$ cat config.mk
export PLATFORM = sky130hd
export DESIGN_NAME = utf8_to_utf16_transcoder
export DESIGN_NICKNAME = d
export VERILOG_FILES = /design/src/rtl/core/utt_pkg.sv /design/src/rtl/core/utt_decode.sv /design/src/rtl/core/utt_serialize.sv /design/src/rtl/core/utf8_to_utf16_transcoder.sv
export SDC_FILE = /design/constraint.sdc
export NUM_CORES = 1
export LEC_CHECK = 0
export BUFFER_PORTS_ARGS = -buffer_cell sky130_fd_sc_hd__buf_2
export CAP_MARGIN = 15
export CORE_MARGIN = 2
export CORE_UTILIZATION = 40
export CTS_CLUSTER_DIAMETER = 200
export DETAILED_ROUTE_END_ITERATION = 8
export MAX_ROUTING_LAYER = met4
export PLACE_DENSITY_LB_ADDON = 0.1
export RECOVER_POWER = 50
export REMOVE_ABC_BUFFERS = 1
export SYNTH_ARGS = -nofsm -noshare
export SYNTH_HDL_FRONTEND = slang
export SYNTH_HIERARCHICAL = 1
export SYNTH_SLANG_ARGS = --single-unit
$ cat constraint.sdc
create_clock -name clock -period 6.7 [get_ports clock]
set_input_delay 1.005 -clock clock [delete_from_list [all_inputs] [get_ports clock]]
set_output_delay 1.005 -clock clock [all_outputs]
set_load 0.02 [all_outputs]
$ cat src/rtl/core/utt_pkg.sv
// ----------------------------------------------------------------------------
// utt_pkg: shared types and constants of the UTF-8 to UTF-16 transcoder
// Holds the result group that passes from the decoder to the serializer, and
// the code unit constants that both stages use.
// ----------------------------------------------------------------------------
package utt_pkg;

   localparam int unsigned ByteWidth = 8;
   localparam int unsigned UnitWidth = 16;
   localparam int unsigned CpWidth   = 21;

   localparam logic [UnitWidth-1:0] REPLACEMENT_UNIT = 16'hFFFD;
   localparam logic [UnitWidth-1:0] END_MARKER_UNIT  = 16'h0000;

   // Results caused by one request: a run of replacement units, followed by
   // up to two other units (a scalar, a surrogate pair, or the end marker).
   typedef struct packed {
      logic [2:0]           reps;   // replacement units first, 0 to 4
      logic [1:0]           tails;  // further units after them, 0 to 2
      logic [UnitWidth-1:0] tail0;
      logic [UnitWidth-1:0] tail1;
      logic                 eot;    // the final unit is the end marker
   } utt_group_type;

endpackage

$ cat src/rtl/core/utt_decode.sv
// ----------------------------------------------------------------------------
// utt_decode: UTF-8 sequence decoder stage
// Registers the incoming byte, tracks the pending multi-byte sequence and
// forms the group of code units that the byte causes, in one pass.
// ----------------------------------------------------------------------------
module utt_decode (
   input  logic                           clock,
   input  logic                           reset,
   input  logic                           req_tvalid,
   output logic                           req_tready,
   input  logic [utt_pkg::ByteWidth-1:0]  req_tdata,
   output logic                           grp_valid,
   input  logic                           grp_ready,
   output utt_pkg::utt_group_type         grp
);
   import utt_pkg::*;

   logic [ByteWidth-1:0] byte_ff;
   logic [ByteWidth-1:0] byte_in;
   logic                 byte_valid_ff;
   logic                 byte_valid_in;

   logic [CpWidth-1:0]   cp_ff;
   logic [CpWidth-1:0]   cp_in;
   logic [2:0]           len_ff;
   logic [2:0]           len_in;
   logic [2:0]           taken_ff;
   logic [2:0]           taken_in;

   logic                 pending;
   logic                 is_cont;
   logic [CpWidth-1:0]   cp_cat;
   logic [2:0]           taken_inc;
   logic                 finish;
   logic                 overlong;
   logic                 bad;
   logic [19:0]          supp;
   logic                 advance;
   logic [2:0]           total;
   utt_group_type        group;

   // Sequence bookkeeping for a continuation byte.
   assign pending   = (len_ff != 3'd0);
   assign is_cont   = (byte_ff[7:6] == 2'b10);
   assign cp_cat    = {cp_ff[CpWidth-7:0], byte_ff[5:0]};
   assign taken_inc = taken_ff + 3'd1;
   assign finish    = (taken_inc >= len_ff);
   assign supp      = 20'(cp_cat - 21'h010000);

   // A finished sequence is rejected when overlong, a surrogate or out of range.
   always_comb begin
      overlong = ((len_ff == 3'd2) && (cp_cat < 21'h000080)) ||
                 ((len_ff == 3'd3) && (cp_cat < 21'h000800)) ||
                 ((len_ff == 3'd4) && (cp_cat < 21'h010000));
      bad = overlong || (cp_cat > 21'h10FFFF) ||
            (cp_cat inside {[21'h00D800:21'h00DFFF]});
   end

   // Result group and next sequence state for the registered byte.
   always_comb begin
      group       = '0;
      cp_in       = cp_ff;
      len_in      = len_ff;
      taken_in    = taken_ff;
      if (byte_ff == 8'h00) begin
         // Terminator: flush pending bytes, then the end marker.
         group.reps  = pending ? taken_ff : 3'd0;
         group.tails = 2'd1;
         group.tail0 = END_MARKER_UNIT;
         group.eot   = 1'b1;
         cp_in       = '0;
         len_in      = 3'd0;
         taken_in    = 3'd0;
      end else if (pending && is_cont) begin
         if (finish) begin
            cp_in    = '0;
            len_in   = 3'd0;
            taken_in = 3'd0;
            if (bad) begin
               group.reps = len_ff;
            end else if (cp_cat <= 21'h00FFFF) begin
               group.tails = 2'd1;
               group.tail0 = cp_cat[UnitWidth-1:0];
            end else begin
               group.tails = 2'd2;
               group.tail0 = 16'hD800 + {6'd0, supp[19:10]};
               group.tail1 = 16'hDC00 + {6'd0, supp[9:0]};
            end
         end else begin
            cp_in    = cp_cat;
            taken_in = taken_inc;
         end
      end else begin
         // A broken sequence yields one replacement per byte taken; the byte
         // is then decoded as a fresh lead.
         group.reps = pending ? taken_ff : 3'd0;
         cp_in      = '0;
         len_in     = 3'd0;
         taken_in   = 3'd0;
         if (byte_ff[7] == 1'b0) begin
            group.tails = 2'd1;
            group.tail0 = {8'd0, byte_ff};
         end else if (byte_ff[7:5] == 3'b110) begin
            cp_in    = {16'd0, byte_ff[4:0]};
            len_in   = 3'd2;
            taken_in = 3'd1;
         end else if (byte_ff[7:4] == 4'b1110) begin
            cp_in    = {17'd0, byte_ff[3:0]};
            len_in   = 3'd3;
            taken_in = 3'd1;
         end else if (byte_ff[7:3] == 5'b11110) begin
            cp_in    = {18'd0, byte_ff[2:0]};
            len_in   = 3'd4;
            taken_in = 3'd1;
         end else begin
            group.tails = 2'd1;
            group.tail0 = REPLACEMENT_UNIT;
         end
      end
   end

   // Handshake: the byte register moves on when the serializer takes the group.
   assign total      = group.reps + {1'b0, group.tails};
   assign grp        = group;
   assign grp_valid  = byte_valid_ff && (total != 3'd0);
   assign advance    = byte_valid_ff && grp_ready;
   assign req_tready = !byte_valid_ff || advance;

   always_comb begin
      byte_in       = byte_ff;
      byte_valid_in = byte_valid_ff;
      if (req_tvalid && req_tready) begin
         byte_in       = req_tdata;
         byte_valid_in = 1'b1;
      end else if (advance) begin
         byte_valid_in = 1'b0;
      end
   end

   always_ff @(posedge clock) begin
      byte_ff <= byte_in;
      if (reset) begin
         byte_valid_ff <= 1'b0;
         cp_ff         <= '0;
         len_ff        <= 3'd0;
         taken_ff      <= 3'd0;
      end else begin
         byte_valid_ff <= byte_valid_in;
         if (advance) begin
            cp_ff    <= cp_in;
            len_ff   <= len_in;
            taken_ff <= taken_in;
         end
      end
   end

`ifndef SYNTHESIS
   // A pending sequence always has a legal length and a partial byte count.
   assert property (@(posedge clock) disable iff (reset)
      (len_ff == 3'd0) || (len_ff == 3'd2) || (len_ff == 3'd3) || (len_ff == 3'd4))
      else $error("utt_decode: illegal sequence length");

   assert property (@(posedge clock) disable iff (reset)
      pending |-> ((taken_ff != 3'd0) && (taken_ff < len_ff)))
      else $error("utt_decode: byte count out of range for pending sequence");

   // A held byte stays put until the serializer takes its group.
   assert property (@(posedge clock) disable iff (reset)
      (byte_valid_ff && !advance) |=> (byte_valid_ff && $stable(byte_ff)))
      else $error("utt_decode: byte lost while stalled");
`endif

endmodule

$ cat src/rtl/core/utt_serialize.sv
// ----------------------------------------------------------------------------
// utt_serialize: result group register and unit serializer
// Holds one group of code units and hands them out one per cycle while rsp_tready
// is high, marking the final unit of the group and the end marker.
// ----------------------------------------------------------------------------
module utt_serialize (
   input  logic                           clock,
   input  logic                           reset,
   input  logic                           grp_valid,
   output logic                           grp_ready,
   input  utt_pkg::utt_group_type         grp,
   output logic                           rsp_tvalid,
   input  logic                           rsp_tready,
   output logic [utt_pkg::UnitWidth-1:0]  rsp_tdata,
   output logic                           rsp_tlast,
   output logic                           rsp_tuser
);
   import utt_pkg::*;

   utt_group_type grp_ff;
   utt_group_type grp_in;
   logic          grp_valid_ff;
   logic          grp_valid_in;
   logic [1:0]    idx_ff;
   logic [1:0]    idx_in;

   logic [2:0]    total;
   logic [2:0]    idx_ext;
   logic [2:0]    tail_pos;
   logic          last;
   logic          take;

   // Select the unit at the current position of the group.
   assign total    = grp_ff.reps + {1'b0, grp_ff.tails};
   assign idx_ext  = {1'b0, idx_ff};
   assign tail_pos = idx_ext - grp_ff.reps;
   assign last     = (idx_ext == (total - 3'd1));

   always_comb begin
      if (idx_ext < grp_ff.reps) begin
         rsp_tdata = REPLACEMENT_UNIT;
      end else if (tail_pos == 3'd0) begin
         rsp_tdata = grp_ff.tail0;
      end else begin
         rsp_tdata = grp_ff.tail1;
      end
   end

   assign rsp_tvalid = grp_valid_ff;
   assign rsp_tlast  = last;
   assign rsp_tuser  = grp_ff.eot && last;

   // The register frees up in the same cycle its final unit is taken.
   assign take      = rsp_tvalid && rsp_tready;
   assign grp_ready = !grp_valid_ff || (take && last);

   always_comb begin
      grp_in       = grp_ff;
      grp_valid_in = grp_valid_ff;
      idx_in       = idx_ff;
      if (grp_valid && grp_ready) begin
         grp_in       = grp;
         grp_valid_in = 1'b1;
         idx_in       = 2'd0;
      end else if (take && last) begin
         grp_valid_in = 1'b0;
      end else if (take) begin
         idx_in = idx_ff + 2'd1;
      end
   end

   always_ff @(posedge clock) begin
      grp_ff <= grp_in;
      if (reset) begin
         grp_valid_ff <= 1'b0;
         idx_ff       <= 2'd0;
      end else begin
         grp_valid_ff <= grp_valid_in;
         idx_ff       <= idx_in;
      end
   end

`ifndef SYNTHESIS
   // A held group is never empty and the position stays inside it.
   assert property (@(posedge clock) disable iff (reset)
      grp_valid_ff |-> ((total != 3'd0) && (total <= 3'd4) && (idx_ext < total)))
      else $error("utt_serialize: position outside the held group");

   // The end marker is always the final unit of its request.
   assert property (@(posedge clock) disable iff (reset)
      (rsp_tvalid && rsp_tuser) |-> (rsp_tlast && (rsp_tdata == END_MARKER_UNIT)))
      else $error("utt_serialize: end marker not final or not zero");

   // A unit taken that is not the final one advances the position by one.
   assert property (@(posedge clock) disable iff (reset)
      (take && !last) |=> (grp_valid_ff && (idx_ff == ($past(idx_ff) + 2'd1))))
      else $error("utt_serialize: position did not advance");
`endif

endmodule

$ cat src/rtl/core/utf8_to_utf16_transcoder.sv
// ----------------------------------------------------------------------------
// utf8_to_utf16_transcoder: UTF-8 byte stream to UTF-16 code unit stream
// Decodes up to one byte per cycle; invalid bytes become U+FFFD, code points
// above U+FFFF become surrogate pairs, and a zero byte flushes and ends text.
//
//   Channel  Direction  tdata                 tlast           tuser
//   req_     in         in_byte [7:0]         -               -
//   rsp_     out        utf16_unit [15:0]     last_of_run     end_of_text
//
// A request is registered, decoded in the next cycle into a group of 0 to 4
// code units; the group register hands out one unit per cycle unless stalled.
// Throughput is one request per cycle while each request yields at most one
// unit and rsp_tready stays high; a request that yields more units holds the
// input until the single output port of the group register has sent them all.
// Reset clears the pending sequence and both stage valid flags.
// A stalled rsp_tready backs up into req_tready with no loss.
// ----------------------------------------------------------------------------
module utf8_to_utf16_transcoder (
   input  logic                           clock,
   input  logic                           reset,
   input  logic                           req_tvalid,
   output logic                           req_tready,
   input  logic [utt_pkg::ByteWidth-1:0]  req_tdata,   // [7:0] in_byte
   output logic                           rsp_tvalid,
   input  logic                           rsp_tready,
   output logic [utt_pkg::UnitWidth-1:0]  rsp_tdata,   // [15:0] utf16_unit
   output logic                           rsp_tlast,   // last_of_run
   output logic                           rsp_tuser    // [0] end_of_text
);
   import utt_pkg::*;

   utt_group_type grp;
   logic          grp_valid;
   logic          grp_ready;

   // Byte register, sequence state and group forming.
   utt_decode u_decode (
      .clock      (clock),
      .reset      (reset),
      .req_tvalid (req_tvalid),
      .req_tready (req_tready),
      .req_tdata  (req_tdata),
      .grp_valid  (grp_valid),
      .grp_ready  (grp_ready),
      .grp        (grp)
   );

   // Group register and per-unit output.
   utt_serialize u_serialize (
      .clock      (clock),
      .reset      (reset),
      .grp_valid  (grp_valid),
      .grp_ready  (grp_ready),
      .grp        (grp),
      .rsp_tvalid (rsp_tvalid),
      .rsp_tready (rsp_tready),
      .rsp_tdata  (rsp_tdata),
      .rsp_tlast  (rsp_tlast),
      .rsp_tuser  (rsp_tuser)
   );

endmodule

Word-level counts from Yosys, hierarchy flattened --
Index checks and enable logic that the tools add are counted.
Cells by class: add/subtract/negate cells 9, order comparisons 9, multiplexer cells 40, bitwise logic cells 3, equality and inequality tests 9, reduce and logical (&&, ||, !) cells 30
Operators with widths (count):
- 15-bit 2-to-1 mux | 6
- 18-bit 2-to-1 mux | 3
- 16-bit 2-to-1 mux | 3
- 3-bit 2-to-1 mux | 16
- 21-bit by 16-bit <= comparator with 1-bit output, second input constant | 2
- 21-bit 2-to-1 mux | 2
- 37-bit 2-to-1 mux | 1
- 17-bit 2-to-1 mux | 2
- 34-bit 2-to-1 mux | 1
- 15-bit by 11-bit adder with 16-bit output, first input constant | 2
- 21-bit by 16-bit greater-or-equal comparator with 1-bit output, second input constant | 1
- 21-bit > comparator, second input constant | 1
- 21-bit by 12-bit less-than comparator with 1-bit output, second input constant | 1
- 21-bit by 17-bit less-than comparator with 1-bit output, second input constant | 1
- 21-bit by 8-bit less-than comparator with 1-bit output, second input constant | 1
- 20-bit by 17-bit subtractor with 20-bit output, second input constant | 1
- 1-bit logical AND | 12
- 8-bit logical NOT | 1
- 3-bit by 2-bit adder with 3-bit output | 2
- 3-bit by 2-bit == test with 1-bit output, second input constant | 2
- 3-bit == test, second input constant | 2
- 1-bit logical OR | 6
- 1-bit 2-to-1 mux | 6
- 3-bit nonzero test | 2
- 18 further kinds | 23
Word-level totals: bits in registers 71, logic and storage cells 112, output and inout bits 20, input bits 12

Longest topological paths before layout --
depth in word-level cells 15, depth in mapped cells 18, mapped depth without buffers 17

Modules after synthesis --
The synthesis kept the hierarchy.
Modules (own cells, without submodules):
- utt_decode | cells an instance 251, area an instance 2060.7 sq um, sequential area each 680.7 sq um, times used 1
- utt_serialize | cells an instance 130, area an instance 1694.1 sq um, sequential area each 1201.2 sq um, times used 1

Worst setup path after synthesis --
OpenSTA, ideal clock, no wires.
path kind register -> register, start point reg u_decode.cp_ff[10], end point reg u_serialize/grp_ff[0] (netlist bit), enable pin, required time 6.250 ns, buffers on the path 1, slack 1.130 ns, arrival 5.121 ns, clock period less this slack 5.570 ns, setup time 0.450 ns, cell stages (with the launch flop) 18, cell sequence dfxtp_1 -> inv_1 -> ha_1 -> or4b_2 -> nor3_1 -> mux2i_1 -> nand3_1 -> clkbuf_1 -> or2_2 -> o22ai_1 -> ha_1 -> fa_1 -> nor2_1 -> nand3_1 -> o211ai_1 -> nor3b_1 -> inv_1 -> a21oi_1
RTL lines:
- start, declared | RTL line utt_decode.sv:23 | logic [CpWidth-1:0] cp_ff;
- start signal, assigned | RTL line utt_decode.sv:150 | cp_ff <= cp_in;
- end signal, assigned | RTL line utt_serialize.sv:73 | grp_ff <= grp_in;
- end, declared | RTL line utt_serialize.sv:20 | utt_group_type grp_ff;

Worst setup path after layout --
start point reg u_decode.byte_ff[4], end point reg u_serialize/grp_ff[19] (netlist bit), enable pin
Between the ends: longest elaborated chain between the ends 14, elaborated cells on any way between the ends 32, classes of those cells 1 x add/sub; 7 x order compare; 2 x eq/ne; 10 x mux; 12 x reduce/logical
RTL lines:
- start, declared | RTL line utt_decode.sv:18 | logic [ByteWidth-1:0] byte_ff;
- start signal, assigned | RTL line utt_decode.sv:141 | byte_ff <= byte_in;
- 21-bit by 8-bit less-than comparator with 1-bit output or 21-bit by 12-bit less-than comparator with 1-bit output (tied branches) | RTL line utt_decode.sv:52, utt_decode.sv:53
- 1-bit logical AND, on equally long branches | RTL line utt_decode.sv:52, utt_decode.sv:53
- 1-bit logical OR | RTL line utt_decode.sv:52 | overlong = ((len_ff == 3'd2) && (cp_cat < 21'h000080)) ||
- 1-bit logical OR | RTL line utt_decode.sv:53 | ((len_ff == 3'd3) && (cp_cat < 21'h000800)) ||
- 1-bit logical OR (2 in a row) | RTL line utt_decode.sv:55 | bad = overlong || (cp_cat > 21'h10FFFF) ||
- 3-bit 2-to-1 mux or 34-bit 2-to-1 mux (tied branches) | RTL line utt_decode.sv:79 | if (bad) begin
- 37-bit 2-to-1 mux | RTL line utt_decode.sv:75 | if (finish) begin
- 21-bit 2-to-1 mux | RTL line utt_decode.sv:74 | end else if (pending && is_cont) begin
- 21-bit 2-to-1 mux (*) | RTL line utt_decode.sv:65 | if (byte_ff == 8'h00) begin
- 3-bit by 2-bit adder with 3-bit output (*) | RTL line utt_decode.sv:123 | assign total = group.reps + {1'b0, group.tails};
- 3-bit nonzero test (*) | RTL line utt_decode.sv:125 | assign grp_valid = byte_valid_ff && (total != 3'd0);
- 1-bit logical AND (*) | RTL line utt_decode.sv:125
- net grp_valid | RTL line utf8_to_utf16_transcoder.sv:33 | logic grp_valid;
- 1-bit logical AND (*) | RTL line utt_serialize.sv:61 | if (grp_valid && grp_ready) begin
Mark *: on every way through the listed nets, which the timed path passes. The rest lies on a longest branch. A chain may end at the register's enable or synchronous reset.

==> results.sh <==
export IMPL_outcome="complete, no violations"
export IMPL_start_kind="register"
export IMPL_grt_pass1_vias=2596
export IMPL_path_buf_inv=3
export IMPL_rsz0062_at_grt="no"
export IMPL_holdWs_ns=0.540
export IMPL_grt_pass1_wl_um=13700
export IMPL_synth_cells=381
export IMPL_n_antenna_cell=0
export IMPL_skew_ns=0.00725
export IMPL_fin_cells=515
export IMPL_max_slew_margin=0.319
export IMPL_synth_edff_count=46
export IMPL_syn_avg_cell_area_um2=9.86
export IMPL_wl_per_cell_um=15.9
export IMPL_area_delta_synth_final_pct=9.50
export IMPL_drive_above_1_share=0.126
export IMPL_leakagePower_nw=1.46
export IMPL_first_pass_iters=5
export IMPL_report_final_slew_viol_count=0
export IMPL_cts_tree="done"
export IMPL_holdBufCountCts=0
export IMPL_clockRootBuffer="clkbuf_8"
export IMPL_crit_path_top_delay_cell="nor3_2"
export IMPL_port_buffers=31
export IMPL_ys_flop_type="edfxtp_1"
export IMPL_cts_resized=0
export IMPL_cts_setup_buffers=0
export IMPL_pwr_density_cell_nw_per_um2=220
export IMPL_clk_latency_ns=0.34
export IMPL_tns_ns=0
export IMPL_setup_viol=0
export IMPL_vias=2836
export IMPL_yosysTopAreaCell="edfxtp_1"
export IMPL_seq_area_frac_synth=0.501
export IMPL_start_util=0.410
export IMPL_finalCritPeriodShare=0.741
export IMPL_ir_drop_v=0.000117
export IMPL_crit_path_cell_trace="nand4_1, nor4_1, mux2_1, inv_1, nor3_2, fa_1, nor2_1, nand2_1, o211ai_1, nor3b_1, inv_1, a21oi_4, buf_4"
export IMPL_synth_top_area_frac=0.368
export IMPL_worst_path_most_repeated_cell="inv_1"
export IMPL_ys_types=57
export IMPL_first_iter_violations=168
export IMPL_dieArea_um2=10200
export IMPL_overflow=0
export IMPL_num_rows=35
export IMPL_chipWidth_um=101
export IMPL_clkSlewWorstSetupHoldPaths_ns=0.08
export IMPL_synth_async_sr_flop_share=0
export IMPL_synth_area_leaders="edfxtp_1, dfxtp_1, nand2_1"
export IMPL_slowest_delay_ns=0.79
export IMPL_final_common_cell="nand2_1"
export IMPL_hold_class="reg -> reg"
export IMPL_die_h_um=101
export IMPL_cp_end_kind="register"
export IMPL_crit_type="reg -> reg"
export IMPL_crit_arrival_ns=5.01
export IMPL_final_nets=424
export IMPL_design_area_um2=4110
export IMPL_ant_nets=0
export IMPL_cp_max_fo=31
export IMPL_fin_crit_ns=4.97
export IMPL_crit_required_ns=6.75
export IMPL_dp_cells=499
export IMPL_crit_family="simple AND/OR/NAND/NOR gates"
export IMPL_worst_pin_slew_ns=1.02
export IMPL_ys_warn_count=6
export IMPL_ys_ff_latch=71
export IMPL_antenna_found_initial=0
export IMPL_clock_sinks=71
export IMPL_gp_congestion=0.858
export IMPL_cts_buffer_depth=2
export IMPL_postPlaceCellArea_um2=3940
export IMPL_fmax_mhz=201
export IMPL_drcViolationCount=0
export IMPL_layout_common_cells="nand2_1, edfxtp_1, buf_2, nor2_1, dfxtp_1"
export IMPL_io_pins=32
export IMPL_synth_area_um2=3750
export IMPL_coreArea_um2=9150
export IMPL_max_cap_violations=0
export IMPL_hold_viol_final=0
export IMPL_grt_max_degree=32
export IMPL_grt_usage=0.179
export IMPL_htree_levels=3
export IMPL_detailed_place_hpwl_um=5890
export IMPL_routed_wirelength_um=8210
export IMPL_vias_per_cell=5.51
export IMPL_cts_buffers=9
[per-layer routing]
layer  routed length [um]  global-route usage  part of all wire  up-vias
met5                    0                   -                 0        -
met4                   80              0.0443            0.0097        0
met3                  486              0.0381             0.059        6
met2                 3720               0.258              0.45       76
met1                 3920               0.259              0.48     1347
li1                     -                   -                 -     1407
[power by group]
part	leakage [nW]	total, mW	internal [mW]	switching (mW)
sequential	0.642	0.497	0.484	0.0130
clock	0.0941	0.327	0.171	0.156
combinational	0.726	0.0819	0.0278	0.0541
total	1.46	0.905	0.682	0.223
[cells in the mapped netlist (2+ instances only)]
cell type	instances
dfxtp_1	25
o21bai_1	4
o21ai_0	6
a21o_1	4
clkbuf_1	16
inv_1	17
mux2i_1	5
a31oi_1	2
xor2_1	3
nand2_1	50
o211a_1	3
nor3b_1	4
nand4_1	9
nor4_1	7
o22ai_1	4
nand2b_1	4
a22oi_1	14
nand3_1	22
o31ai_1	3
mux2_2	2
buf_2	2
fa_1	2
nor3_1	7
nor2_1	27
and2_1	14
a21oi_1	22
edfxtp_1	46
xnor2_1	4
a211o_1	3
o211ai_1	3
or4_1	2
buf_4	6
nor2b_1	3
o21a_1	2
ha_1	11
buf_6	2
[cell type report]
type	instances	area (um2)
fill	892	5040
sequential	71	1880
multi-input combinational	266	1670
timing repair buffer	34	174
tap	111	139
clock buffer	10	128
inverter	17	63.8
clock inverter	6	60.1
[cells by family after synthesis]
kind of cell / synth area share
simple gates: 0.217
mux: 0.0193
compound gates: 0.137
buf+inv: 0.0546
flops: 0.501
fa+ha+maj: 0.0473
xor+xnor: 0.0227
other cells: 0.000999
[registers in the layout, indices dropped and copies added (netlist names)]
signal and flops:
u_serialize/rsp_tvalid 1, u_decode/cp_ff 15, u_decode/byte_ff 8, u_decode/taken_ff 3, u_serialize/idx_ff 2, u_serialize/grp_ff 38, u_decode/byte_valid_ff 1, u_decode/len_ff 3
[through the flow]
stage	power, mW	worst slack [ns]	utilization
6_report	0.905	1.73	0.449
5_1_grt	0.951	1.17	0.449
4_1_cts	0.915	1.93	0.451
3_5_place_dp	0.590	1.93	0.431
3_3_place_gp	0.590	1.99	0.431
2_1_floorplan	0.560	1.22	-
[worst register-to-register path, cell delays in order, from the launching register on]
cell and delay (ns):
edfxtp_1 0.56, nand4_1 0.19, nor4_1 0.43, mux2_1 0.62, inv_1 0.19, nor3_2 0.79, fa_1 0.35, nor2_1 0.06
nand2_1 0.10, o211ai_1 0.08, nor3b_1 0.18, inv_1 0.10, a21oi_4 0.71, buf_4 0.33
[path summary, 6_finish.rpt]
check | start | endpoint | slack, ns | cells after the start
worst min register to register | u_decode/taken_ff[2]$_SDFFE_PP0P_ | u_decode/taken_ff[2]$_SDFFE_PP0P_ | 0.54 | 1
worst max register to register | u_decode/byte_ff[4]$_DFFE_PP_ | u_serialize/grp_ff[19]$_DFFE_PP_ | 1.73 | 13
worst min-delay path | u_decode/taken_ff[2]$_SDFFE_PP0P_ | u_decode/taken_ff[2]$_SDFFE_PP0P_ | 0.54 | 1
worst max-delay path | u_decode/byte_ff[4]$_DFFE_PP_ | u_serialize/grp_ff[19]$_DFFE_PP_ | 1.73 | 13
Note: power is estimated with default switching activity, not from simulation.
